<file path="config.mk">
export PLATFORM = sky130hd
export DESIGN_NAME = tdu_div
export DESIGN_NICKNAME = d
export VERILOG_FILES = /design/src/rtl/tdu_pkg.sv /design/src/rtl/tdu_div.sv
export SDC_FILE = /design/constraint.sdc
export NUM_CORES = 2
export LEC_CHECK = 0
export BUFFER_PORTS_ARGS = -buffer_cell sky130_fd_sc_hd__buf_2
export CORE_MARGIN = 8
export CORE_UTILIZATION = 59
export CTS_BUF_LIST = sky130_fd_sc_hd__clkbuf_8
export DETAILED_ROUTE_END_ITERATION = 8
export PLACE_DENSITY = 0.8
export SLEW_MARGIN = 20
export SYNTH_ARGS = -nofsm -noshare
export SYNTH_HDL_FRONTEND = slang
export SYNTH_SLANG_ARGS = --single-unit
</file>
<file path="constraint.sdc">
create_clock -name clk -period 6.7 [get_ports clk]
set_input_delay 0.335 -clock clk [delete_from_list [all_inputs] [get_ports clk]]
set_output_delay 0.335 -clock clk [all_outputs]
set_load 0.02 [all_outputs]
</file>
<file path="src/rtl/tdu_pkg.sv">
// ----------------------------------------------------------------------------
// tdu_pkg
// types, codes and constants shared by the time base / decrementer unit
// ----------------------------------------------------------------------------
package tdu_pkg;

  // host time is split into whole seconds and leftover ns for conversion
  localparam logic [29:0] NS_PER_SEC      = 30'd1000000000;
  localparam logic [31:0] DEFAULT_RATE_HZ = 32'd25000000;
  localparam logic [63:0] HIGH_HALF_MASK  = 64'hFFFFFFFF00000000;

  // divider: 2^61 / 1e9 rounded down, and one to four seconds for the fix-up
  localparam logic [31:0] RECIP_NS_PER_SEC = 32'd2305843009;
  localparam logic [32:0] NS_PER_SEC_X1    = 33'd1000000000;
  localparam logic [32:0] NS_PER_SEC_X2    = 33'd2000000000;
  localparam logic [32:0] NS_PER_SEC_X3    = 33'd3000000000;
  localparam logic [32:0] NS_PER_SEC_X4    = 33'd4000000000;

  // command queue between front and back
  localparam int          CMDQ_DEPTH = 2;
  localparam int          CMDQ_PTR_W = $clog2(CMDQ_DEPTH);
  localparam int          CMDQ_CNT_W = $clog2(CMDQ_DEPTH + 1);

  typedef enum logic [2:0] {
    ACT_POLL       = 3'd0,
    ACT_READ_TB    = 3'd1,
    ACT_READ_DEC   = 3'd2,
    ACT_WRITE_DEC  = 3'd3,
    ACT_WRITE_TBL  = 3'd4,
    ACT_WRITE_TBU  = 3'd5,
    ACT_CLEAR_PEND = 3'd6
  } action_t;

  typedef struct packed {
    logic [2:0]  action;
    logic [55:0] host_time_ns;
    logic [31:0] write_data;
  } in_item_t;

  typedef struct packed {
    logic [63:0] read_data;
    logic        interrupt_pending;
    logic        fired_now;
  } out_item_t;

  // classified command handed from front to back
  typedef struct packed {
    logic        need_tb;
    logic        check;
    logic        rd_tb;
    logic        rd_dec;
    logic        wr_dec;
    logic        wr_tbl;
    logic        wr_tbu;
    logic        clr_pend;
    logic [55:0] ns;
    logic [31:0] data;
  } cmd_t;

  // dividend must stay below 1e9 * 2^32 so the quotient fits 32 bits
  typedef struct packed {
    logic        start;
    logic [61:0] dividend;
  } div_req_t;

  typedef struct packed {
    logic        busy;
    logic [31:0] quotient;
    logic [29:0] remainder;
  } div_rsp_t;

  typedef enum logic [3:0] {
    ST_IDLE,
    ST_LOAD,
    ST_DIV_NS,
    ST_MUL_Q,
    ST_MUL_R,
    ST_DIV_R,
    ST_WAIT_R,
    ST_SUM,
    ST_TB,
    ST_ELAPSED,
    ST_APPLY
  } exec_state_t;

endpackage

</file>
<file path="src/rtl/tdu_div.sv">
// ----------------------------------------------------------------------------
// tdu_div
// divide by one second in ns: reciprocal estimate, back multiply, fix-up
// ----------------------------------------------------------------------------
module tdu_div (
  input  logic                clk,
  input  logic                rst,
  input  tdu_pkg::div_req_t   req,
  output tdu_pkg::div_rsp_t   rsp
);

  logic [61:0] dvd;
  logic [3:0]  stg;
  logic [62:0] recip_p;
  logic [31:0] q_est;
  logic [32:0] back_p;
  logic [32:0] rem_raw;
  logic [2:0]  fix_k;
  logic [32:0] fix_sub;
  logic [31:0] quo;
  logic [29:0] rem;

  // the estimate never overshoots and is at most four short
  always_comb begin
    if (rem_raw >= tdu_pkg::NS_PER_SEC_X4) begin
      fix_k   = 3'd4;
      fix_sub = tdu_pkg::NS_PER_SEC_X4;
    end else if (rem_raw >= tdu_pkg::NS_PER_SEC_X3) begin
      fix_k   = 3'd3;
      fix_sub = tdu_pkg::NS_PER_SEC_X3;
    end else if (rem_raw >= tdu_pkg::NS_PER_SEC_X2) begin
      fix_k   = 3'd2;
      fix_sub = tdu_pkg::NS_PER_SEC_X2;
    end else if (rem_raw >= tdu_pkg::NS_PER_SEC_X1) begin
      fix_k   = 3'd1;
      fix_sub = tdu_pkg::NS_PER_SEC_X1;
    end else begin
      fix_k   = 3'd0;
      fix_sub = '0;
    end
  end

  // one stage per cycle; the remainder is below 2^33 so low bits suffice
  always_ff @(posedge clk) begin
    if (req.start) begin
      dvd <= req.dividend;
    end
    if (stg[0]) begin
      recip_p <= 63'(dvd[61:30]) * 63'(tdu_pkg::RECIP_NS_PER_SEC);
    end
    if (stg[1]) begin
      q_est  <= recip_p[62:31];
      back_p <= 33'(recip_p[62:31]) * 33'(tdu_pkg::NS_PER_SEC);
    end
    if (stg[2]) begin
      rem_raw <= dvd[32:0] - back_p;
    end
    if (stg[3]) begin
      quo <= q_est + 32'(fix_k);
      rem <= 30'(rem_raw - fix_sub);
    end
  end

  always_ff @(posedge clk) begin
    if (rst) begin
      stg <= '0;
    end else if (req.start) begin
      stg <= 4'b0001;
    end else begin
      stg <= {stg[2:0], 1'b0};
    end
  end

  assign rsp.busy      = |stg;
  assign rsp.quotient  = quo;
  assign rsp.remainder = rem;

  a_one_stage: assert property (@(posedge clk) disable iff (rst)
    $onehot0(stg))
    else $error("divider has more than one stage active");

endmodule

</file>
# Word level (Yosys, flattened, before mapping)
# Index checks and enable logic that the tools add are counted.
# op_classes
mul	2
reduce_logical	2
muxes	9
n_lt_le_gt_ge	4
addsub	3
# ops
cell	n
$mux 30	4
$ge 33x32->1 const B	2
$mul 32x32->63 const B	1
$ge 33x30->1 const B	1
$ge 33x31->1 const B	1
$sub 33x33->33	1
$add 32x3->32	1
$mul 32x21->24 const B	1
$sub 30x30->30	1
$mux 2	2
$reduce_or 4->1	1
$mux 3	1
$mux 1	2
$reduce_or 2->1	1
# totals
output_inout_bits	63
wordCells	29
reg_bits	280

# Longest topological paths before layout
# depth
depth_word	6
depth_mapped	25
depth_no_buf	24

# Least setup slack after synthesis
# Ideal clock, no wire load.
# synth_path
kind	reg2reg
from	register dvd[46]
to	register recip_p[41], data pin
n_path_buf	0
stages_incl_launch_ff	23
slack_ps	-221
synth_period_minus_slack_ps	6921
t_required_ps	6442
arrival_ps	6663
cell_sequence	edfxtp_1 > inv_1 > fa_1 > fa_1 > inv_1 > fa_1 > inv_1 > fa_1 > inv_1 > fa_1 > fa_1 > fa_1 > ha_1 > ha_1 > a211oi_1 > nor2_1 > a2111oi_2 > o311ai_1 > a221o_1 > a221o_1 > a221o_1 > a21oi_2 > xnor2_1
# synth_via
elab_chain_cells	1
# synth_lines
item	line	rtl
from (decl)	tdu_div.sv:12	logic [61:0] dvd;
from (signal assigned)	tdu_div.sv:46	dvd <= req.dividend;
$mul 32x32->63	tdu_div.sv:49	recip_p <= 63'(dvd[61:30]) * 63'(tdu_pkg::RECIP_NS_PER_SEC);
to (signal assigned)	tdu_div.sv:49	
to (decl)	tdu_div.sv:14	logic [62:0] recip_p;
# No other way between the ends.
# A chain may end at the register's enable or synchronous reset.

# Worst setup path in the final report
# Same ends and word-level chain as after synthesis.

==> results.sh <==
export IMPL_cp_data_required_time_ns=7.05
export IMPL_clock_tree_from_tritoncts="yes"
export IMPL_postRouteWirelength_mm=73.7
export IMPL_netlist_top_cell_by_area="sky130_fd_sc_hd__fa_1"
export IMPL_hold_ws_ns=0.414
export IMPL_port_buffers=127
export IMPL_grt_remaining_overflow=0
export IMPL_full_die_area_um2=57100
export IMPL_fill_cells=3451
export IMPL_avgRoutedWirePerCell_um=20.1
export IMPL_fin_skew_ns=0.0192
export IMPL_stdcell_area_um2=34400
export IMPL_clock_sinks=247
export IMPL_grt_pass1_wl_mm=117
export IMPL_number_of_buffers_on_the_longest_clock_path=3
export IMPL_cts_max_level=2
export IMPL_route_detailed_drc=0
export IMPL_min_period_ns=6.78
export IMPL_floorplan_core_area_um2=49100
export IMPL_asyncSetResetFlopFracSynth=0
export IMPL_syn_avg_cell_area_um2=11.5
export IMPL_vias_in_the_first_global_route=22316
export IMPL_synth_seq_cells=247
export IMPL_fmax_mhz=147
export IMPL_avgViaCountPerCell=5.54
export IMPL_synthesis_area_um2=29300
export IMPL_critical_path_maximum_fanout=4
export IMPL_finalWeightedCongestion=1.00
export IMPL_die_width_um=239
export IMPL_placedInstanceArea_um2=31800
export IMPL_mappedNetlistNets=3583
export IMPL_timing_final_hold_violations=0
export IMPL_grt_antenna_before_repair=1
export IMPL_clk_pin_slew_worst_paths_ns=0.06
export IMPL_synth_area_top_cells="sky130_fd_sc_hd__fa_1 27%, sky130_fd_sc_hd__edfxtp_1 25%, sky130_fd_sc_hd__ha_1 24%"
export IMPL_gr_usage_all_layers=0.261
export IMPL_most_frequently_used_flop_master_after_synthesis="sky130_fd_sc_hd__edfxtp_1"
export IMPL_nNetsFinal=3984
export IMPL_pin_count=128
export IMPL_synthesis_yosys_warnings=0
export IMPL_slew_limit_headroom=0.410
export IMPL_cts_made_buffers=44
export IMPL_setup_tns_final_ns=-0.275
export IMPL_ys_seq_area_frac=0.251
export IMPL_insertedDiodeCount=0
export IMPL_min_delay_path_class="flop to flop"
export IMPL_layout_area_seq_um2=7380
export IMPL_synthToLayoutAreaGrowth_pct=17.3
export IMPL_maxSlewViolCount=0
export IMPL_detail_route_antenna_nets=0
export IMPL_synth_edf_count=243
export IMPL_worst_skew_pair_late_latency_ns=0.62
export IMPL_setup_viol_count_final=6
export IMPL_post_synthesis_instance_total=2559
export IMPL_synthDominantCellAreaShare=0.273
export IMPL_cp_end_kind="flop"
export IMPL_share_of_cells_above_drive_strength_1=0.168
export IMPL_starting_density_of_the_core=0.598
export IMPL_grt_start_max_net_pins=65
export IMPL_multi_input_area_um2=20400
export IMPL_final_instance_count_excl_fill=3660
export IMPL_detailed_place_hpwl_mm=59.3
export IMPL_worst_setup_path_start_kind="flop"
export IMPL_die_height_um=239
export IMPL_worst_setup_path_type="flop to flop"
export IMPL_drt_pass1_iterations=6
export IMPL_max_cap_violations=0
export IMPL_final_setup_worst_slack_ns=-0.0821
export IMPL_violations="setup timing"
export IMPL_worst_max_slew_pin_slew_ns=0.885
export IMPL_timing_final_crit_share=1.01
export IMPL_yosysUniqueCellTypes=66
export IMPL_rsz0062_at_grt="yes"
export IMPL_vias=20272
export IMPL_status="complete, but fails checks"
export IMPL_dpl_cell_count=3477
export IMPL_core_rowCount=81
export IMPL_crit_arrival_ns=7.14
export IMPL_root_buffer="sky130_fd_sc_hd__clkbuf_8"
export IMPL_drt_first_iter_violations=1217
## layer usage
metal / vias up / track usage / wire length [um]
met5: - / 0 / 16
met4: 2 / 0.0927 / 2990
met3: 204 / 0.0408 / 4220
met2: 693 / 0.467 / 37300
met1: 10063 / 0.317 / 29200
li1: 9310 / - / -
## worst paths after layout
check,cells past startpoint,start,slack [ns],end
worst min-delay path,0,dvd[2],0.41,rem_raw[2]
worst max-delay path,21,dvd[46],-0.08,recip_p[41]
worst min register to register,0,dvd[2],0.41,rem_raw[2]
worst max register to register,21,dvd[46],-0.08,recip_p[41]
## critical path, stage by stage, from the launching register on
cell                        delay (ns)
sky130_fd_sc_hd__edfxtp_1         0.36
sky130_fd_sc_hd__inv_2            0.08
sky130_fd_sc_hd__buf_6            0.12
sky130_fd_sc_hd__fa_2             0.55
sky130_fd_sc_hd__fa_2             0.20
sky130_fd_sc_hd__inv_2            0.04
sky130_fd_sc_hd__fa_1             0.57
sky130_fd_sc_hd__inv_2            0.05
sky130_fd_sc_hd__fa_1             0.53
sky130_fd_sc_hd__inv_2            0.05
sky130_fd_sc_hd__fa_1             0.52
sky130_fd_sc_hd__fa_2             0.45
sky130_fd_sc_hd__fa_2             0.64
sky130_fd_sc_hd__ha_4             0.22
sky130_fd_sc_hd__ha_4             0.26
sky130_fd_sc_hd__a2111oi_4        0.33
sky130_fd_sc_hd__o311ai_2         0.18
sky130_fd_sc_hd__a221o_1          0.43
sky130_fd_sc_hd__a221o_1          0.37
sky130_fd_sc_hd__a221o_1          0.35
sky130_fd_sc_hd__a21oi_2          0.14
sky130_fd_sc_hd__xnor2_1          0.08
## state kept, by name (all words and copies together) (netlist names)
name	count
back_p	22
dvd	62
q_est	32
quo	32
recip_p	32
rem	30
rem_raw	33
stg	4
## per-stage QoR
step	utilization	setup slack, ns
CTS	0.693	-0.0194
floorplan	-	-0.0535
detailed placement	0.649	-0.316
global placement	0.649	-0.199
global route	0.701	-0.338
finish	0.701	-0.0821
## placed cells by master (no fill, tap or decap), drive strengths merged, types with 4 or more instances in the layout
cell / synthesis / layout
inv: 610 / 625
ha: 559 / 559
fa: 400 / 400
buf: 0 / 305
edfxtp: 243 / 243
xnor2: 102 / 102
nor2: 79 / 79
a21oi: 79 / 79
nand2: 73 / 73
dlygate4sd3: 0 / 63
clkbuf: 13 / 45
o21ai: 42 / 42
xor2: 39 / 39
nand3: 37 / 37
a21o: 33 / 33
nor3: 26 / 26
nand4: 23 / 23
clkinv: 0 / 18
and3: 16 / 16
o21bai: 15 / 15
o21a: 11 / 11
o211ai: 11 / 11
nand2b: 11 / 11
a31oi: 11 / 11
a211oi: 10 / 10
and2: 9 / 9
nor2b: 8 / 8
a21boi: 8 / 8
o31ai: 8 / 8
nor4: 7 / 7
or3: 6 / 6
a221o: 6 / 6
or2: 6 / 6
or4: 5 / 5
o41ai: 4 / 4
a211o: 4 / 4
a2111oi: 4 / 4
dfxtp: 4 / 4
## synthesized netlist by cell type, drive strengths merged (3+ instances only)
cell type,n
inv,610
ha,559
fa,400
edfxtp,243
xnor2,102
a21oi,79
nor2,79
nand2,73
o21ai,42
xor2,39
nand3,37
a21o,33
nor3,26
nand4,23
and3,16
o21bai,15
clkbuf,13
a31oi,11
nand2b,11
o211ai,11
o21a,11
a211oi,10
and2,9
a21boi,8
nor2b,8
o31ai,8
nor4,7
a221o,6
or2,6
or3,6
or4,5
a2111oi,4
a211o,4
dfxtp,4
o41ai,4
a41o,3
a41oi,3
nand4b,3
## final cells by class
type / count / area share
Tap cell: 664 / 0.0242
Timing Repair Buffer: 368 / 0.0770
Multi-Input combinational cell: 1689 / 0.592
Clock buffer: 45 / 0.0180
Clock inverter: 37 / 0.00724
Sequential cell: 247 / 0.215
Inverter: 610 / 0.0667
## what timing repair did
item                       4_1_cts  5_1_grt
pin swaps                       74       25
hold endpoints to repair        64        0
setup buffers                   19       20
setup endpoints to repair       21       22
gates resized for setup         89       52
hold buffers                    63        0
## cells by family (layout without fill, tap and decap cells)
logic type	after synthesis	count (layout)	synth area share
flops	247	247	0.251
compound gates	272	272	0.0623
fa+ha+maj	959	959	0.511
simple gates	317	317	0.0531
buf+inv	623	1060	0.0797
xor+xnor	141	141	0.0421
Power is not shown: default switching activity piles up to over one toggle a cycle in this logic, so the estimate is an artifact.
