$ cat src/rtl/tdu_pkg.sv
// ----------------------------------------------------------------------------
// tdu_pkg
// types, codes and constants shared by the time base / decrementer unit
// ----------------------------------------------------------------------------
package tdu_pkg;

  // host time is split into whole seconds and leftover ns for conversion
  localparam logic [29:0] NS_PER_SEC      = 30'd1000000000;
  localparam logic [31:0] DEFAULT_RATE_HZ = 32'd25000000;
  localparam logic [63:0] HIGH_HALF_MASK  = 64'hFFFFFFFF00000000;

  // divider: 2^61 / 1e9 rounded down, and one to four seconds for the fix-up
  localparam logic [31:0] RECIP_NS_PER_SEC = 32'd2305843009;
  localparam logic [32:0] NS_PER_SEC_X1    = 33'd1000000000;
  localparam logic [32:0] NS_PER_SEC_X2    = 33'd2000000000;
  localparam logic [32:0] NS_PER_SEC_X3    = 33'd3000000000;
  localparam logic [32:0] NS_PER_SEC_X4    = 33'd4000000000;

  // command queue between front and back
  localparam int          CMDQ_DEPTH = 2;
  localparam int          CMDQ_PTR_W = $clog2(CMDQ_DEPTH);
  localparam int          CMDQ_CNT_W = $clog2(CMDQ_DEPTH + 1);

  typedef enum logic [2:0] {
    ACT_POLL       = 3'd0,
    ACT_READ_TB    = 3'd1,
    ACT_READ_DEC   = 3'd2,
    ACT_WRITE_DEC  = 3'd3,
    ACT_WRITE_TBL  = 3'd4,
    ACT_WRITE_TBU  = 3'd5,
    ACT_CLEAR_PEND = 3'd6
  } action_t;

  typedef struct packed {
    logic [2:0]  action;
    logic [55:0] host_time_ns;
    logic [31:0] write_data;
  } in_item_t;

  typedef struct packed {
    logic [63:0] read_data;
    logic        interrupt_pending;
    logic        fired_now;
  } out_item_t;

  // classified command handed from front to back
  typedef struct packed {
    logic        need_tb;
    logic        check;
    logic        rd_tb;
    logic        rd_dec;
    logic        wr_dec;
    logic        wr_tbl;
    logic        wr_tbu;
    logic        clr_pend;
    logic [55:0] ns;
    logic [31:0] data;
  } cmd_t;

  // dividend must stay below 1e9 * 2^32 so the quotient fits 32 bits
  typedef struct packed {
    logic        start;
    logic [61:0] dividend;
  } div_req_t;

  typedef struct packed {
    logic        busy;
    logic [31:0] quotient;
    logic [29:0] remainder;
  } div_rsp_t;

  typedef enum logic [3:0] {
    ST_IDLE,
    ST_LOAD,
    ST_DIV_NS,
    ST_MUL_Q,
    ST_MUL_R,
    ST_DIV_R,
    ST_WAIT_R,
    ST_SUM,
    ST_TB,
    ST_ELAPSED,
    ST_APPLY
  } exec_state_t;

endpackage

$ cat src/rtl/tdu_exec.sv
// ----------------------------------------------------------------------------
// tdu_exec
// back end: ns to tick conversion, time base and decrementer state, result
// ----------------------------------------------------------------------------
module tdu_exec (
  input  logic                clk,
  input  logic                rst,
  input  logic [31:0]         rate,
  input  logic                cmd_valid,
  input  tdu_pkg::cmd_t       cmd,
  output logic                cmd_pop,
  output tdu_pkg::div_req_t   div_req,
  input  tdu_pkg::div_rsp_t   div_rsp,
  input  logic                pop,
  output logic                empty,
  output tdu_pkg::out_item_t  response
);

  tdu_pkg::exec_state_t state;
  tdu_pkg::exec_state_t state_next;

  tdu_pkg::cmd_t        cmd_r;
  logic [61:0]          mul_p;
  logic [29:0]          mul_a;
  logic [59:0]          qf;
  logic [63:0]          ticks;
  logic [63:0]          tb;
  logic [63:0]          elapsed;

  logic [63:0]          base_offset;
  logic [63:0]          dec_start_ticks;
  logic [31:0]          dec_written;
  logic                 dec_armed;
  logic                 pending_flag;

  logic                 out_valid;
  tdu_pkg::out_item_t   out_item;

  logic                 mul_sel_q;
  logic                 mul_en;
  logic                 apply;
  logic                 fire;
  logic [63:0]          rd_value;
  logic                 pending_after;

  // next state
  always_comb begin
    state_next = state;
    unique case (state)
      tdu_pkg::ST_IDLE:    if (cmd_valid) state_next = tdu_pkg::ST_LOAD;
      tdu_pkg::ST_LOAD:    state_next = cmd_r.need_tb ? tdu_pkg::ST_DIV_NS : tdu_pkg::ST_APPLY;
      tdu_pkg::ST_DIV_NS:  if (!div_rsp.busy) state_next = tdu_pkg::ST_MUL_Q;
      tdu_pkg::ST_MUL_Q:   state_next = tdu_pkg::ST_MUL_R;
      tdu_pkg::ST_MUL_R:   state_next = tdu_pkg::ST_DIV_R;
      tdu_pkg::ST_DIV_R:   state_next = tdu_pkg::ST_WAIT_R;
      tdu_pkg::ST_WAIT_R:  if (!div_rsp.busy) state_next = tdu_pkg::ST_SUM;
      tdu_pkg::ST_SUM:     state_next = tdu_pkg::ST_TB;
      tdu_pkg::ST_TB:      state_next = tdu_pkg::ST_ELAPSED;
      tdu_pkg::ST_ELAPSED: state_next = tdu_pkg::ST_APPLY;
      tdu_pkg::ST_APPLY:   if (!out_valid) state_next = tdu_pkg::ST_IDLE;
      default:             state_next = tdu_pkg::ST_IDLE;
    endcase
  end

  // state outputs
  always_comb begin
    cmd_pop   = 1'b0;
    div_req   = '0;
    mul_sel_q = 1'b0;
    mul_en    = 1'b0;
    apply     = 1'b0;
    unique case (state)
      tdu_pkg::ST_IDLE: cmd_pop = cmd_valid;
      tdu_pkg::ST_LOAD: begin
        div_req.start    = cmd_r.need_tb;
        div_req.dividend = {6'd0, cmd_r.ns};
      end
      tdu_pkg::ST_MUL_Q: begin
        mul_en    = 1'b1;
        mul_sel_q = 1'b1;
      end
      tdu_pkg::ST_MUL_R: mul_en = 1'b1;
      tdu_pkg::ST_DIV_R: begin
        div_req.start    = 1'b1;
        div_req.dividend = mul_p;
      end
      tdu_pkg::ST_APPLY: apply = !out_valid;
      default: begin
      end
    endcase
  end

  // one shared multiplier: whole seconds, then the leftover ns
  assign mul_a = mul_sel_q ? {2'b00, div_rsp.quotient[27:0]} : div_rsp.remainder;

  // expiry check and read value
  assign fire = cmd_r.check && dec_armed && (elapsed > {32'd0, dec_written});

  always_comb begin
    rd_value = '0;
    if (cmd_r.rd_tb) begin
      rd_value = tb;
    end else if (cmd_r.rd_dec) begin
      rd_value = {32'd0, dec_written - elapsed[31:0]};
    end
  end

  assign pending_after = fire ? 1'b1 : (cmd_r.clr_pend ? 1'b0 : pending_flag);

  // datapath registers
  always_ff @(posedge clk) begin
    if (cmd_pop) begin
      cmd_r <= cmd;
    end
    if (mul_en) begin
      mul_p <= 62'(mul_a) * 62'(rate);
    end
    if (state == tdu_pkg::ST_MUL_R) begin
      qf <= mul_p[59:0];
    end
    if (state == tdu_pkg::ST_SUM) begin
      ticks <= 64'(qf) + 64'(div_rsp.quotient);
    end
    if (state == tdu_pkg::ST_TB) begin
      tb <= ticks + base_offset;
    end
    if (state == tdu_pkg::ST_ELAPSED) begin
      elapsed <= tb - dec_start_ticks;
    end
    if (apply) begin
      out_item.read_data         <= rd_value;
      out_item.interrupt_pending <= pending_after;
      out_item.fired_now         <= fire;
    end
  end

  // architectural state and control
  always_ff @(posedge clk) begin
    if (rst) begin
      state           <= tdu_pkg::ST_IDLE;
      base_offset     <= '0;
      dec_start_ticks <= '0;
      dec_written     <= '0;
      dec_armed       <= 1'b0;
      pending_flag    <= 1'b0;
      out_valid       <= 1'b0;
    end else begin
      state <= state_next;
      if (apply) begin
        out_valid    <= 1'b1;
        pending_flag <= pending_after;
        if (fire) begin
          dec_armed <= 1'b0;
        end
        if (cmd_r.wr_dec) begin
          dec_start_ticks <= tb;
          dec_written     <= cmd_r.data;
          dec_armed       <= 1'b1;
        end
        // new offset = new tb value - raw ticks
        if (cmd_r.wr_tbl) begin
          base_offset <= ((tb & tdu_pkg::HIGH_HALF_MASK) | {32'd0, cmd_r.data}) - ticks;
        end
        if (cmd_r.wr_tbu) begin
          base_offset <= {cmd_r.data, tb[31:0]} - ticks;
        end
      end else if (pop && out_valid) begin
        out_valid <= 1'b0;
      end
    end
  end

  assign empty    = !out_valid;
  assign response = out_item;

  a_div_start_idle: assert property (@(posedge clk) disable iff (rst)
    div_req.start |-> !div_rsp.busy)
    else $error("divider restarted while busy");

  a_fire_disarms: assert property (@(posedge clk) disable iff (rst)
    (apply && fire) |=> (!dec_armed && pending_flag && out_item.fired_now))
    else $error("expiry did not disarm and set pending");

  a_result_held: assert property (@(posedge clk) disable iff (rst)
    (out_valid && !pop) |=> (out_valid && $stable(out_item)))
    else $error("waiting result lost or changed");

  a_apply_after_tb: assert property (@(posedge clk) disable iff (rst)
    (state == tdu_pkg::ST_APPLY && $past(state) != tdu_pkg::ST_APPLY && cmd_r.need_tb)
      |-> ($past(state) == tdu_pkg::ST_ELAPSED))
    else $error("time base command applied before conversion finished");

endmodule

$ cat config.mk
export PLATFORM = sky130hd
export DESIGN_NAME = tdu_exec
export DESIGN_NICKNAME = d
export VERILOG_FILES = /design/src/rtl/tdu_pkg.sv /design/src/rtl/tdu_exec.sv
export SDC_FILE = /design/constraint.sdc
export NUM_CORES = 2
export LEC_CHECK = 0
export ABC_AREA = 1
export BUFFER_PORTS_ARGS = -buffer_cell sky130_fd_sc_hd__buf_2
export CORE_ASPECT_RATIO = 0.5
export CORE_MARGIN = 1.5
export CORE_UTILIZATION = 58
export DETAILED_ROUTE_END_ITERATION = 16
export PLACE_DENSITY = 0.85
export SLEW_MARGIN = 5
export SYNTH_ARGS = -nofsm -noshare
export SYNTH_HDL_FRONTEND = slang
export SYNTH_SLANG_ARGS = --single-unit
$ cat constraint.sdc
create_clock -name clk -period 8.71 [get_ports clk]
set_clock_uncertainty 0.15 [all_clocks]
set_input_delay 1.742 -clock clk [delete_from_list [all_inputs] [get_ports clk]]
set_output_delay 1.742 -clock clk [all_outputs]
set_load 0.1 [all_outputs]
======== Word-level counts from Yosys, hierarchy flattened ========
Cells that the tools add are included.
cells by class
  $add $sub $neg .......................... 6
  multipliers ............................. 1
  div/mod/pow operators ................... 0
  magnitude comparators ................... 1
  equality and inequality tests ........... 14
  shifts and indexed selects .............. 0
  muxes and demuxes ....................... 22
  bitwise gates (word level) .............. 1
  reduce and logical (&&, ||, !) cells .... 13
operators by type and width
  cell                                                                   count
  64-bit two-way mux                                                     3
  64-bit subtractor                                                      3
  63-bit case mux with 2 select lines                                    1
  64-bit adder                                                           1
  64-bit by 32-bit greater-than comparator with 1-bit output             1
  64-bit by 32-bit bitwise OR with 64-bit output                         1
  30-bit by 32-bit multiplier with 62-bit output                         1
  60-bit by 32-bit adder with 61-bit output                              1
  4-bit case mux with 11 select lines                                    1
  32-bit two-way mux                                                     1
  32-bit subtractor                                                      1
  30-bit two-way mux                                                     1
  4-bit two-way mux                                                      5
  4-bit by 3-bit equality test with 1-bit output, second input constant  4
  4-bit equality test, second input constant                             3
  1-bit two-way mux                                                      10
  4-bit by 2-bit equality test with 1-bit output, second input constant  2
  2-bit inequality test, second input constant                           4
  2-bit AND reduction                                                    3
  2-bit nonzero test                                                     3
  4-bit by 1-bit equality test with 1-bit output, second input constant  1
  4-bit zero test                                                        1
  4-bit AND reduction                                                    1
  1-bit logical AND                                                      3
  2 further kinds                                                        2
storage, ports and cells
  flip-flop bits (word level) ............. 643
  bits in latches ......................... 0
  memory bits (writable) .................. 0
  bits in read-only memories .............. 0
  input port bits ......................... 195
  output and inout bits ................... 131
  word-level logic and storage cells ...... 83
  memories ................................ 0

======== Longest topological paths before layout ========
  word-level depth ........................ 4
  mapped depth ............................ 39
  depth with buffers taken out ............ 36

======== Least setup slack after synthesis ========
Ideal clock, no wire load.
  kind .................................... input port to output port
  start point ............................. in cmd_valid
  end point ............................... out cmd_pop
  arrival ................................. 6.944 ns
  required time ........................... 6.818 ns
  path slack .............................. -0.126 ns
  stages on the path ...................... 2
  buffers on the path ..................... 0
  cell sequence ........................... inv_1 -> nor2_1
on the way
  longest elaborated chain between the ends .. 1
ends and longest elaborated chain
  item                line            text
  start: declaration  tdu_exec.sv:9   input logic cmd_valid,
  1-bit two-way mux   tdu_exec.sv:72  unique case (state)
  end: declaration    tdu_exec.sv:11  output logic cmd_pop,
Every way passes these cells.

======== Worst setup path after layout ========
  start point ............................. reg state[3]
  end point ............................... reg mul_p[59], data pin
on the way
  longest elaborated chain between the ends .. 4
ends and longest elaborated chain
  item                                            line             text
  start: declaration                              tdu_exec.sv:19   tdu_pkg::exec_state_t state;
  start signal: assignment                        tdu_exec.sv:140  state <= tdu_pkg::ST_IDLE;
  start signal: assignment                        tdu_exec.sv:148  state <= state_next;
  4-bit by 2-bit equality test with 1-bit output  tdu_exec.sv:72
  1-bit two-way mux                               tdu_exec.sv:72
  30-bit two-way mux                              tdu_exec.sv:94   assign mul_a = mul_sel_q ? {2'b00, div_rsp.quotient[27:0]} : div_rsp.remainder;
  30-bit by 32-bit multiplier with 62-bit output  tdu_exec.sv:116  mul_p <= 62'(mul_a) * 62'(rate);
  end signal: assignment                          tdu_exec.sv:116
  end: declaration                                tdu_exec.sv:23   logic [61:0] mul_p;
Every way passes these cells.
A chain may end at the register's enable or synchronous reset.

==> qor.txt <==
Syn_nets -> 11200
Detailed Routing Iterations Pass 1 -> 6
Vias per cell -> 5.76
DP HPWL -> 236000 µm
Cell with the most instances after synthesis -> inv_1
Vias in the first global route -> 69600
# setup viols final -> 0
Final nets -> 11800
TritonCTS Buffers -> 69
CORE AREA -> 127000 µm²
Status -> finished clean
Fmax -> 119 MHz
Relative slew slack -> 17.6%
Area leader, netlist -> fa_1
Total Routed Length -> 280000 µm
Synthesized area per cell -> 7.72 µm²
Top FF cell, synth -> edfxtp_1
First-pass GRT wire length -> 415000 µm
Post-synth top area share -> 22.5%
WS Path Type -> reg2reg
Max incr delay on CP -> 650 ps
Area growth, synth to finish -> 12.3%
Clk buf depth -> 3
Synthesized cell area -> 74700 µm²
DIE AREA -> 131000 µm²
Final hold vios -> 0
Reg2reg path depth -> 28
Row Count -> 92
WP data arrival -> 8650 ps
Largest net degree at the start of global routing -> 99
Post-Synthesis Cells -> 9674
Overflow after GRT -> 0
Layout cell share with drive strength beyond 1 -> 9.52%
Clk slew on worst S/H paths -> 60 ps
Hold Path Depth -> 2
WL/cell -> 23.3 µm
Clk sinks -> 640
DIE WIDTH -> 510 µm
CTS tree -> yes
PortBufs -> 325
Unrepaired setup endpoints after global routing -> no
Warnings, synthesis -> 0
I/O Pins -> 326
Commonest cells post-synth -> inv_1, nand2_1, nor2_1, fa_1, a21oi_1
Post-route ant nets -> 0
Gr usage total -> 42.6%
Initial antenna violation count -> 8
Worst setup EP type -> flop
Worst path slowest cell -> fa_1
Number of max-cap violations -> 0
DRT iter0 DRCs -> 8024
Initial core utilization -> 58.9%
Synth cell types -> 53
Via count -> 69200
DP Area -> 81300 µm²
Leading post-synthesis cells by cell area -> fa_1, edfxtp_1, inv_1
Setup crit start kind -> flop
Root buffer cell -> clkbuf_16
#FFs+latches synth -> 640
Filler Cell Count -> 11000
Hold Crit Class -> reg2reg
Max-slew violation count -> 0
Crit path time final -> 8390 ps
Worst-Skew Late Latency -> 670 ps
Most used cell along the critical path -> fa_1
Period utilization -> 96.3%
EDFF count, synth -> 473
Remaining DRCs -> 0
CTS H-Tree Depth -> 3
Asr flop ratio synth -> 0%
Worst-margin pin slew -> 1220 ps
CP Max Fanout -> 12
Cell area after layout -> 83800 µm²
Routability cong. -> 1.07
Die H -> 257 µm
WP data required -> 8970 ps
Sequential fraction of the synthesis area -> 23.5%
-- worst paths after layout --
| check | startpoint | end | slack (ps) |
|---|---|---|---|
| hold / removal | dec_start_ticks[39]$_SDFFE_PP0P_ | dec_start_ticks[39]$_SDFFE_PP0P_ | 310 |
| setup reg to reg | state[3]$_SDFFE_PP0P_ | mul_p[59]$_DFFE_PP_ | 320 |
| setup / recovery | state[3]$_SDFFE_PP0P_ | mul_p[59]$_DFFE_PP_ | 320 |
| hold reg to reg | dec_start_ticks[39]$_SDFFE_PP0P_ | dec_start_ticks[39]$_SDFFE_PP0P_ | 310 |
-- metal layers --
layer | track usage [%] | up-vias | wire length, µm
met2 | 67.7 | 3930 | 125000
met5 | 0 | - | 32
met3 | 10.5 | 911 | 30700
met4 | 26.8 | 4 | 21100
li1 | - | 31300 | -
met1 | 52.1 | 33100 | 103000
-- kinds of logic (layout without fill, tap and decap cells) --
logic type               count (synthesis)  in the layout  share of synthesized area [%]
AO/OA/AOI/OAI                         1390           1390                           10.7
XOR/XNOR                               213            213                           2.50
adder cells (fa/ha/maj)               1371           1371                           31.4
buffers and inverters                 2309           2966                           11.9
flip-flops                             640            640                           23.5
other                                    0              5                              0
AND/OR/NAND/NOR                       3751           3751                           20.1
-- critical path: cells and delay by family (launching register included) --
kind	cells	cell delay (ps)
simple gates	9	820
buf+inv	7	1630
compound gates	3	850
flops	1	410
fa+ha+maj	9	4270
-- registers in the layout (all words and copies together) (netlist names), 4 cells and up --
name	flops
mul_p	62
tb	64
qf	60
dec_written	32
cmd_r	96
dec_start_ticks	64
base_offset	64
ticks	61
response	66
elapsed	64
state	4
-- placed cells by master, fill, tap and decap left out, types with 18 or more instances in the layout --
cell type  Yosys  layout
nor3_1        70      70
inv_1       2024    2023
nand3_1      282     282
ha_1         530     530
buf_2         70     325
clkbuf_16      0      70
o21ai_0      480     479
buf_4          7     400
a21o_1        42      42
or2_2         31      31
edfxtp_1     473     473
xor2_1       171     171
nand2_1     1876    1875
nor4_1        19      19
o21a_1        43      43
o21ai_1       22      18
a32o_1        56      56
inv_2         22      22
clkinv_1      18      29
a31oi_1       33      33
fa_1         841     841
nand4_1       89      89
a21oi_1      575     575
dfxtp_1      167     167
o211ai_1      18      18
xnor2_1       42      42
o21bai_1      74      74
nor2_1      1352    1344
buf_12         0      49
-- area by class of cell --
class | count | area, µm² | share of cell area [%]
inverters | 2064 | 7750 | 9.24
repair buffers | 774 | 5610 | 6.69
clock inverters | 45 | 561 | 0.669
diodes | 5 | 12.5 | 0.0149
flip-flops and latches | 640 | 17500 | 20.9
multi-input cells | 6725 | 48400 | 57.7
clock buffers | 83 | 1830 | 2.18
well taps | 1692 | 2120 | 2.52
-- stage by stage --
stage	TNS, ps	utilization, %	setup slack, ps	hold slack, ps	cells
finish	0	66.1	320	307	12000
global route	0	66.1	8.58	322	12000
CTS	0	65.9	228	311	12000
detailed placement	-7760	64.1	-278	301	11900
global placement	-3790	64.1	-163	293	11900
floorplan	0	-	341	276	9674
-- timing repair --
| action | in CTS | in global routing |
|---|---|---|
| setup endpoints to repair | 0 | 39 |
| buffers inserted | 0 | 8 |
| gates resized for setup | 0 | 6 |
| hold buffers | 0 | 0 |
Power is not shown: default switching activity piles up to over one toggle a cycle in this logic, so the estimate is an artifact.
