### src/rtl/tdu_pkg.sv
// ----------------------------------------------------------------------------
// tdu_pkg
// types, codes and constants shared by the time base / decrementer unit
// ----------------------------------------------------------------------------
package tdu_pkg;

  // host time is split into whole seconds and leftover ns for conversion
  localparam logic [29:0] NS_PER_SEC      = 30'd1000000000;
  localparam logic [31:0] DEFAULT_RATE_HZ = 32'd25000000;
  localparam logic [63:0] HIGH_HALF_MASK  = 64'hFFFFFFFF00000000;

  // divider: 2^61 / 1e9 rounded down, and one to four seconds for the fix-up
  localparam logic [31:0] RECIP_NS_PER_SEC = 32'd2305843009;
  localparam logic [32:0] NS_PER_SEC_X1    = 33'd1000000000;
  localparam logic [32:0] NS_PER_SEC_X2    = 33'd2000000000;
  localparam logic [32:0] NS_PER_SEC_X3    = 33'd3000000000;
  localparam logic [32:0] NS_PER_SEC_X4    = 33'd4000000000;

  // command queue between front and back
  localparam int          CMDQ_DEPTH = 2;
  localparam int          CMDQ_PTR_W = $clog2(CMDQ_DEPTH);
  localparam int          CMDQ_CNT_W = $clog2(CMDQ_DEPTH + 1);

  typedef enum logic [2:0] {
    ACT_POLL       = 3'd0,
    ACT_READ_TB    = 3'd1,
    ACT_READ_DEC   = 3'd2,
    ACT_WRITE_DEC  = 3'd3,
    ACT_WRITE_TBL  = 3'd4,
    ACT_WRITE_TBU  = 3'd5,
    ACT_CLEAR_PEND = 3'd6
  } action_t;

  typedef struct packed {
    logic [2:0]  action;
    logic [55:0] host_time_ns;
    logic [31:0] write_data;
  } in_item_t;

  typedef struct packed {
    logic [63:0] read_data;
    logic        interrupt_pending;
    logic        fired_now;
  } out_item_t;

  // classified command handed from front to back
  typedef struct packed {
    logic        need_tb;
    logic        check;
    logic        rd_tb;
    logic        rd_dec;
    logic        wr_dec;
    logic        wr_tbl;
    logic        wr_tbu;
    logic        clr_pend;
    logic [55:0] ns;
    logic [31:0] data;
  } cmd_t;

  // dividend must stay below 1e9 * 2^32 so the quotient fits 32 bits
  typedef struct packed {
    logic        start;
    logic [61:0] dividend;
  } div_req_t;

  typedef struct packed {
    logic        busy;
    logic [31:0] quotient;
    logic [29:0] remainder;
  } div_rsp_t;

  typedef enum logic [3:0] {
    ST_IDLE,
    ST_LOAD,
    ST_DIV_NS,
    ST_MUL_Q,
    ST_MUL_R,
    ST_DIV_R,
    ST_WAIT_R,
    ST_SUM,
    ST_TB,
    ST_ELAPSED,
    ST_APPLY
  } exec_state_t;

endpackage

### src/rtl/tdu_front.sv
// ----------------------------------------------------------------------------
// tdu_front
// accepts items, decodes the action and queues commands for the back end
// ----------------------------------------------------------------------------
module tdu_front (
  input  logic                clk,
  input  logic                rst,
  input  logic                push,
  output logic                full,
  input  tdu_pkg::in_item_t   request,
  output logic                cmd_valid,
  output tdu_pkg::cmd_t       cmd,
  input  logic                cmd_pop
);

  tdu_pkg::cmd_t                     cls;
  tdu_pkg::cmd_t                     entries [tdu_pkg::CMDQ_DEPTH];
  logic [tdu_pkg::CMDQ_PTR_W-1:0]    wr_ptr;
  logic [tdu_pkg::CMDQ_PTR_W-1:0]    rd_ptr;
  logic [tdu_pkg::CMDQ_CNT_W-1:0]    count;
  logic                              accept;

  always_comb begin
    cls      = '0;
    cls.ns   = request.host_time_ns;
    cls.data = request.write_data;
    unique case (tdu_pkg::action_t'(request.action))
      tdu_pkg::ACT_POLL: begin
        cls.need_tb = 1'b1;
        cls.check   = 1'b1;
      end
      tdu_pkg::ACT_READ_TB: begin
        cls.need_tb = 1'b1;
        cls.check   = 1'b1;
        cls.rd_tb   = 1'b1;
      end
      tdu_pkg::ACT_READ_DEC: begin
        cls.need_tb = 1'b1;
        cls.check   = 1'b1;
        cls.rd_dec  = 1'b1;
      end
      tdu_pkg::ACT_WRITE_DEC: begin
        cls.need_tb = 1'b1;
        cls.wr_dec  = 1'b1;
      end
      tdu_pkg::ACT_WRITE_TBL: begin
        cls.need_tb = 1'b1;
        cls.wr_tbl  = 1'b1;
      end
      tdu_pkg::ACT_WRITE_TBU: begin
        cls.need_tb = 1'b1;
        cls.wr_tbu  = 1'b1;
      end
      tdu_pkg::ACT_CLEAR_PEND: begin
        cls.clr_pend = 1'b1;
      end
      default: begin
        // unused code: no flags, the item only produces a result with zero read data and the current pending flag
      end
    endcase
  end

  assign full      = (count == tdu_pkg::CMDQ_CNT_W'(tdu_pkg::CMDQ_DEPTH));
  assign accept    = push && !full;
  assign cmd_valid = (count != '0);
  assign cmd       = entries[rd_ptr];

  always_ff @(posedge clk) begin
    if (accept) begin
      entries[wr_ptr] <= cls;
    end
  end

  always_ff @(posedge clk) begin
    if (rst) begin
      wr_ptr <= '0;
      rd_ptr <= '0;
      count  <= '0;
    end else begin
      if (accept) begin
        wr_ptr <= wr_ptr + tdu_pkg::CMDQ_PTR_W'(1);
      end
      if (cmd_pop) begin
        rd_ptr <= rd_ptr + tdu_pkg::CMDQ_PTR_W'(1);
      end
      if (accept && !cmd_pop) begin
        count <= count + tdu_pkg::CMDQ_CNT_W'(1);
      end else if (!accept && cmd_pop) begin
        count <= count - tdu_pkg::CMDQ_CNT_W'(1);
      end
    end
  end

  a_pop_needs_entry: assert property (@(posedge clk) disable iff (rst)
    cmd_pop |-> cmd_valid)
    else $error("command popped from empty queue");

endmodule

### config.mk
export PLATFORM = sky130hd
export DESIGN_NAME = tdu_front
export DESIGN_NICKNAME = d
export VERILOG_FILES = /design/src/rtl/tdu_pkg.sv /design/src/rtl/tdu_front.sv
export SDC_FILE = /design/constraint.sdc
export NUM_CORES = 1
export LEC_CHECK = 0
export BUFFER_PORTS_ARGS = -buffer_cell sky130_fd_sc_hd__buf_2
export CAP_MARGIN = 20
export CELL_PAD_IN_SITES_DETAIL_PLACEMENT = 1
export CELL_PAD_IN_SITES_GLOBAL_PLACEMENT = 1
export CORE_MARGIN = 1.5
export CORE_UTILIZATION = 44
export DETAILED_ROUTE_END_ITERATION = 16
export PLACE_DENSITY_LB_ADDON = 0.1
export RECOVER_POWER = 50
export SYNTH_ARGS = -nofsm -noshare
export SYNTH_HDL_FRONTEND = slang
export SYNTH_SLANG_ARGS = --single-unit
### constraint.sdc
create_clock -name clk -period 4.6 [get_ports clk]
set_clock_uncertainty 0.2 [all_clocks]
set_input_delay 0.23 -clock clk [delete_from_list [all_inputs] [get_ports clk]]
set_output_delay 0.23 -clock clk [all_outputs]
set_load 0.02 [all_outputs]
[Yosys cells after proc, flatten, opt, wreduce, memory -nomap -nowiden]
Memory sizes are Yosys's and may differ from the RTL's. A register that Yosys moved wholly into a read port is not among the register bits.
Cells that the tools add are included.
W data, S select, Z words.
Operators by class
  add/subtract/negate cells: 4
  equal/unequal tests: 7
  multiplexer cells: 14
  reductions and logical operators: 11
Operator list (number)
  $mux W1: 12
  $eq A3 B3 Y1 const B: 3
  $eq A3 B2 Y1 const B: 2
  $reduce_or A6 Y1: 1
  $mux W2: 2
  $reduce_bool A2 Y1: 2
  $eq A3 B1 Y1 const B: 1
  $logic_and A1 B1 Y1: 3
  $logic_not A1 Y1: 3
  $logic_not A3 Y1: 1
  $reduce_or A3 Y1: 1
  $add A1 B1 Y1 const B: 2
  $add A2 B1 Y2 const B: 1
  $eq A2 B2 Y1 const B: 1
  $sub A2 B1 Y2 const B: 1
Word-level totals
  flip-flop bits (word level): 4
  memory bits (writable): 192
  input bits: 95
  output and inout port bits: 98
  word-level logic and storage cells: 40
  memories kept: 1
Memory list
  entries: depth 2, bits a word 96, rd ports 1, clocked after Yosys merged registers in 1, write ports 1, RTL line tdu_front.sv:17  | tdu_pkg::cmd_t entries [tdu_pkg::CMDQ_DEPTH];

[Depth between registers and ports, before layout]
Gate-level depths: netlist of run 1.
  word-level depth: 7
  depth in mapped cells: 6
  depth with buffers taken out: 6

[Least setup slack after synthesis of run 1]
No wires, ideal clock.
  path type: register -> register
  start: reg count[1] (netlist bit)
  end: mem entries[1][0] (netlist bit) (enable)
  data arrival time: 2.899 ns
  data required time: 3.934 ns
  path slack: 1.035 ns
  stages on the path, launching flop included: 4
  cells stage by stage: dfxtp_1 -> nor2b_1 -> nor2_1 -> and2_1
Between the ends
  longest elaborated chain between the ends: 5
RTL lines
  start, declared: RTL line tdu_front.sv:20  | logic [tdu_pkg::CMDQ_CNT_W-1:0] count;
  start signal, assigned: RTL line tdu_front.sv:87  | count <= count + tdu_pkg::CMDQ_CNT_W'(1);
  start signal, assigned: RTL line tdu_front.sv:89  | count <= count - tdu_pkg::CMDQ_CNT_W'(1);
  $eq A2 B2 Y1: RTL line tdu_front.sv:63  | assign full = (count == tdu_pkg::CMDQ_CNT_W'(tdu_pkg::CMDQ_DEPTH));
  net full: RTL line tdu_front.sv:9  | output logic full,
  $logic_not A1 Y1: RTL line tdu_front.sv:64  | assign accept = push && !full;
  $logic_and A1 B1 Y1: RTL line tdu_front.sv:64
  $mux W1: RTL line tdu_front.sv:69  | if (accept) begin
  $mux W1 (not written as such): RTL line tdu_front.sv:70  | entries[wr_ptr] <= cls;
  end, declared: RTL line tdu_front.sv:17
The timed path passes the listed nets, and every way through them passes these cells.

[Worst setup path in the final report of run 1]
  start: reg count[0] (netlist bit)
  end: mem entries[1][86] (netlist bit) (enable)
Between the ends
  longest elaborated chain between the ends: 5
RTL lines (RTL line)
  $eq A2 B2 Y1: tdu_front.sv:63
  $logic_not A1 Y1: tdu_front.sv:64
  $logic_and A1 B1 Y1: tdu_front.sv:64
  $mux W1: tdu_front.sv:69
  $mux W1 (not written as such): tdu_front.sv:70
Every way passes these cells.

==> results of run 1 <==
-- worst register-to-register path, stage by stage, from the launching register on --
cell     delay [ns]
dfxtp_1        0.42
nor2b_1        0.13
nor2_1         0.16
and2_0         1.32
buf_4          0.48
-- registers in the layout, summed over array words and instances (netlist names), named ones only --
name and cells:
entries 192, count 2, rd_ptr 1, wr_ptr 1
-- cell usage after synthesis, drive strengths merged --
cell type / instances
xor2: 2
or3: 2
edfxtp: 192
xnor2: 1
and3b: 2
o21ai: 2
a21oi: 3
dfxtp: 5
nor2: 5
nand2: 1
nor2b: 1
ha: 1
buf: 11
or2: 1
nor3b: 3
and2: 1
inv: 3
mux2: 96
-- per-stage QoR --
stage	std cells	total power, uW	setup WS, ns
2_1_floorplan	332	2750	1.03
3_3_place_gp	738	2960	2.09
3_5_place_dp	738	2990	2.01
4_1_cts	866	4650	1.71
5_1_grt	867	4770	1.34
6_report	867	4600	1.56
-- worst max path at each step --
stage          startpoint              to  slack (ns)
3_3_place_gp     count[0]  entries[1][81]        2.09
2_1_floorplan    count[1]   entries[1][0]        1.03
3_5_place_dp     count[0]  entries[1][81]        2.01
4_1_cts              flop          cmd[6]        1.71
6_report         count[0]  entries[1][86]        1.56
5_1_grt          count[0]  entries[1][87]        1.34
-- layer usage --
metal / share of wire / vias up
met1: 0.42 / 2005
met3: 0.062 / 23
met4: 0.022 / 0
met2: 0.50 / 134
met5: 0 / -
li1: - / 1918
-- timing repair --
item	in CTS	in global routing
hold endpoints to repair	193	0
resized for setup	0	0
hold buffers	96	0
endpoints found under the setup margin	0	0
-- cells by family (layout without fill, tap and decap cells) --
kind of cell | after synthesis | count (layout) | synth area share
mux | 96 | 96 | 0.166
compound gates | 5 | 5 | 0.00338
simple gates | 16 | 16 | 0.0127
xor+xnor | 3 | 3 | 0.00355
flops | 197 | 197 | 0.793
buf+inv | 14 | 329 | 0.0193
fa+ha+maj | 1 | 1 | 0.00169
-- power breakdown --
part           internal (uW)  switching (uW)  leakage [uW]  total, uW
clock network            962             632      0.000303       1590
logic                    330             431       0.00160        761
registers               2180            64.0       0.00184       2240
-- layout make-up --
type | count | area, um^2 | share of cell area
Sequential cell | 197 | 5870 | 0.582
Timing Repair Buffer | 294 | 1900 | 0.188
Multi-Input combinational cell | 121 | 1390 | 0.138
Clock buffer | 18 | 429 | 0.0426
Tap cell | 220 | 275 | 0.0273
Clock inverter | 14 | 208 | 0.0206
Inverter | 3 | 13.8 | 0.00136
==> flow_summary_export.csv, run 1 <==
group,metric,value,unit
outcome,status,"finished with violations",
outcome,violations,"capacitance limit, slew limit",
synthesis,syn_nets,428,
synthesis,synth_top_area_share,0.779,
critical_path,r2r_slack,1.56,ns
drt,num_vias,4080,
synthesis,ys_ff_latch,197,
grt,met1_usage,0.208,
layout,mostFrequentLayoutCell,"edfxtp_1",
critical_path,worst-setup-path-type,"reg -> reg",
synthesis,yosysWarnings,0,
place,place_congestion,0.721,
critical_path,cp_data_required_time,4.50,ns
critical_path,cp.depth,4,
place,io_buffers,192,
synthesis,yosys-top-cells-area,"edfxtp_1 78%, mux2_2 8.5%, mux2_4 8.1%",
power,vdd_drop_max,279,uV
grt,grt_use_met3,0.0579,
floorplan,die_y,133,um
drt,drc,0,
sta,period_minus_slack,3.04,ns
sta,report.final.slew_viol_count,23,
floorplan,ios,193,
clocking,clk_path_buf_depth,2,
grt,grt_pass1_vias,4520,
sta,setup_tns,0,ns
grt,grt_overflow,0,
synthesis,ys_seq_area_frac,0.793,
sta,hold_violations,0,
hold_path,hold_depth,2,
grt,grt_max_degree,79,
drt,ant_nets,0,
synthesis,synth_cells,332,
sta,hold_ws,0.320,ns
critical_path,worst_path_largest_cell_delay,1.32,ns
power,cellPowerDensity,456,nW/um^2
critical_path,cp_num_buf_inv,1,
critical_path,critPathLaunchType,"flop",
layout,n_fill_cell,1529,
drt,drt-initial-drc-count,166,
clocking,cts_buffers,17,
layout,drive_above_1_share,0.394,
hold_path,hold_path_class,"reg -> reg",
sta,setup_viol,0,
sta,rsz0062_at_grt,"false",
place,hpwl,8800,um
floorplan,rows,47,
critical_path,critPathSlowestCell,"and2_0",
synthesis,synth.distinct_cells,22,
floorplan,coreArea,16500,um^2
flow_run,cap_viol_max_count,1,
power,p_leak,0.00374,uW
clocking,clock-sinks,197,
synthesis,synth.avg_cell_area,22.3,um^2
grt,grt_pass1_wl,23500,um
layout,final_util,0.610,
floorplan,dieWidth,133,um
synthesis,netlist_area,7400,um^2
clocking,cts_tree,"built",
clocking,cts_max_level,4,
critical_path,path_cells,"nor2b_1 > nor2_1 > and2_0 > buf_4",
critical_path,critPathTopFamily,"simple AND/OR/NAND/NOR gates",
grt,grtUsageMet2,0.300,
sta,finalCritPeriodShare,0.661,
synthesis,yosys.area.top_type,"edfxtp_1",
floorplan,initial_core_util,0.448,
layout,diodes,0,
drt,wl_per_cell,17.3,um
critical_path,r2r-start,"count[0]",
critical_path,arrival,2.94,ns
drt,drtPass1Iterations,4,
layout,final_cell_mix,"192 x edfxtp_1, 121 x buf_2, 96 x dlygate4sd3_1",
clocking,postCtsSetupBuffers,0,
clocking,clk_latency,0.43,ns
clocking,ctsRootBufferMaster,"clkbuf_16",
critical_path,end_kind,"flop",
hold_path,hold_path_end,"wr_ptr",
floorplan,die-area,17600,um^2
grt,busiest_layer,"met2",
grt,antenna_found_initial,0,
layout,design_area,10100,um^2
critical_path,rr_endpoint,"entries[1][86]",
layout,syn_to_final_growth,36.3,%
drt,via_per_inst,4.71,
place,placed_cell_area,8550,um^2
layout,layout.nets,730,
sta,slew-limit-headroom,-0.156,
hold_path,holdCritStartpoint,"wr_ptr",
sta,fmax,329,MHz
critical_path,crit_fanout,23,
grt,grt_usage,0.177,
drt,wl,15000,um
sta,tightest_slew,1.73,ns
clocking,cts.clk_slew.worst_paths,0.07,ns
critical_path,r2r_cells,4,
Note: power is estimated with default switching activity, not from simulation.
==> inputs of run 2 (changes only) <==
==> constraint.sdc (replaced) <==
create_clock -name clk -period 2.85 [get_ports clk]
set_clock_uncertainty 0.2 [all_clocks]
set_input_delay 0.1425 -clock clk [delete_from_list [all_inputs] [get_ports clk]]
set_output_delay 0.1425 -clock clk [all_outputs]
set_load 0.02 [all_outputs]
==> flow_summary_export.csv, run 2 (synthesis results as in run 1) <==
group,metric,value,unit
layout,drive_above_1_share,0.363,
power,power.internal,5500,uW
critical_path,crit_fanout,43,
floorplan,ios,193,
sta,setup_tns,0,ns
power,swShare,0.246,
clocking,clk_path_buf_depth,2,
drt,drtPass1Iterations,4,
hold_path,hold_path_class,"in -> reg",
clocking,clk_latency,0.42,ns
power,p_clk_frac,0.333,
grt,grt_usage,0.183,
floorplan,rows,47,
sta,report.final.slew_viol_count,0,
clocking,clock-sinks,197,
critical_path,end_kind,"primary output",
flow_run,cap_viol_max_count,0,
layout,mostFrequentLayoutCell,"edfxtp_1",
place,io_buffers,192,
layout,reg_top3,"entries (192), count (2)",
grt,grt_pass1_vias,4484,
drt,wl_per_cell,17.9,um
grt,grt_max_degree,97,
grt,antenna_found_initial,0,
power,vdd_drop_max,445,uV
outcome,status,"finished, final reports clean",
sta,finalCritPeriodShare,0.869,
critical_path,cp_data_required_time,2.51,ns
drt,via_per_inst,4.71,
clocking,ctsRootBufferMaster,"clkbuf_16",
clocking,postCtsSetupBuffers,0,
layout,layout.nets,730,
layout,largest_register_ffs,192,
floorplan,initial_core_util,0.448,
floorplan,coreArea,16500,um^2
floorplan,die-area,17600,um^2
power,p_leak,0.00367,uW
layout,syn_to_final_growth,35.9,%
layout,final_cell_mix,"192 x edfxtp_1, 104 x buf_2, 97 x dlygate4sd3_1",
clocking,cts.clk_slew.worst_paths,0.07,ns
sta,fmax,404,MHz
place,place_congestion,0.690,
floorplan,die_y,133,um
clocking,postCtsHoldBufs,97,
drt,drc,0,
sta,slew-limit-headroom,0.355,
layout,largest-register,"entries",
critical_path,worst-setup-path-type,"reg -> out",
clocking,cts_tree,"built",
drt,ant_nets,0,
sta,rsz0062_at_grt,"false",
critical_path,critPathLaunchType,"flop",
sta,hold_violations,0,
grt,grt_overflow,0,
sta,tightest_slew,0.968,ns
power,p_comb_frac,0.173,
power,cellPowerDensity,724,nW/um^2
sta,hold_ws,0.240,ns
critical_path,arrival,2.13,ns
clocking,cts_buffers,17,
grt,grt_pass1_wl,24200,um
sta,setup_viol,0,
clocking,cts_max_level,4,
drt,num_vias,4086,
power,p_switching,1790,uW
floorplan,dieWidth,133,um
clocking,cts_resized,0,
drt,drt-initial-drc-count,195,
place,hpwl,9400,um
sta,period_minus_slack,2.48,ns
power,power_frac_seq,0.494,
layout,diodes,0,
drt,wl,15500,um
run 2: power groups by stage:
stage / combinational, uW / clock (uW) / sequential [uW]
3_5_place_dp: 1190 / 0 / 3660
2_1_floorplan: 801 / 0 / 3630
5_1_grt: 1340 / 2570 / 3630
6_report: 1260 / 2430 / 3600
3_3_place_gp: 1180 / 0 / 3640
4_1_cts: 1310 / 2470 / 3600
run 2: cell type report:
class / count / area (um^2)
sequential: 197 / 5870
multi-input combinational: 121 / 1380
inverter: 3 / 15.0
tap: 220 / 275
timing repair buffer: 294 / 1910
fill: 1554 / 6470
clock inverter: 9 / 128
clock buffer: 23 / 478
run 2: worst paths after layout:
path / startpoint / to / slack (ns) / depth (start not counted)
min: request[23] / entries[1][23] / 0.24 / 2
min reg2reg: count[1] / count[1] / 0.32 / 2
max reg2reg: count[1] / entries[0][30] / 0.61 / 4
max: flop / cmd[4] / 0.37 / 3
run 2: metrics by stage:
step           total power [uW]  setup slack, ns   util  std cells  area [um^2]
2_1_floorplan              4440           0.0226      -        332         7400
3_3_place_gp               4820            0.728  0.521        738         8610
3_5_place_dp               4860            0.641  0.521        738         8610
4_1_cts                    7380            0.543  0.617        867        10200
5_1_grt                    7540            0.278  0.608        867        10100
6_report                   7280            0.373  0.608        867        10100
run 2: critical path, cell delays in order, from the launching register on:
cell and delay (ns):
dfxtp_2 0.76, buf_12 0.34, mux2_2 0.39, buf_2 0.16
run 2: routing by layer:
layer	part of all wire	GRT usage
met1	0.42	0.220
met2	0.52	0.317
met3	0.051	0.0529
met4	0.014	0.0586
met5	0	0
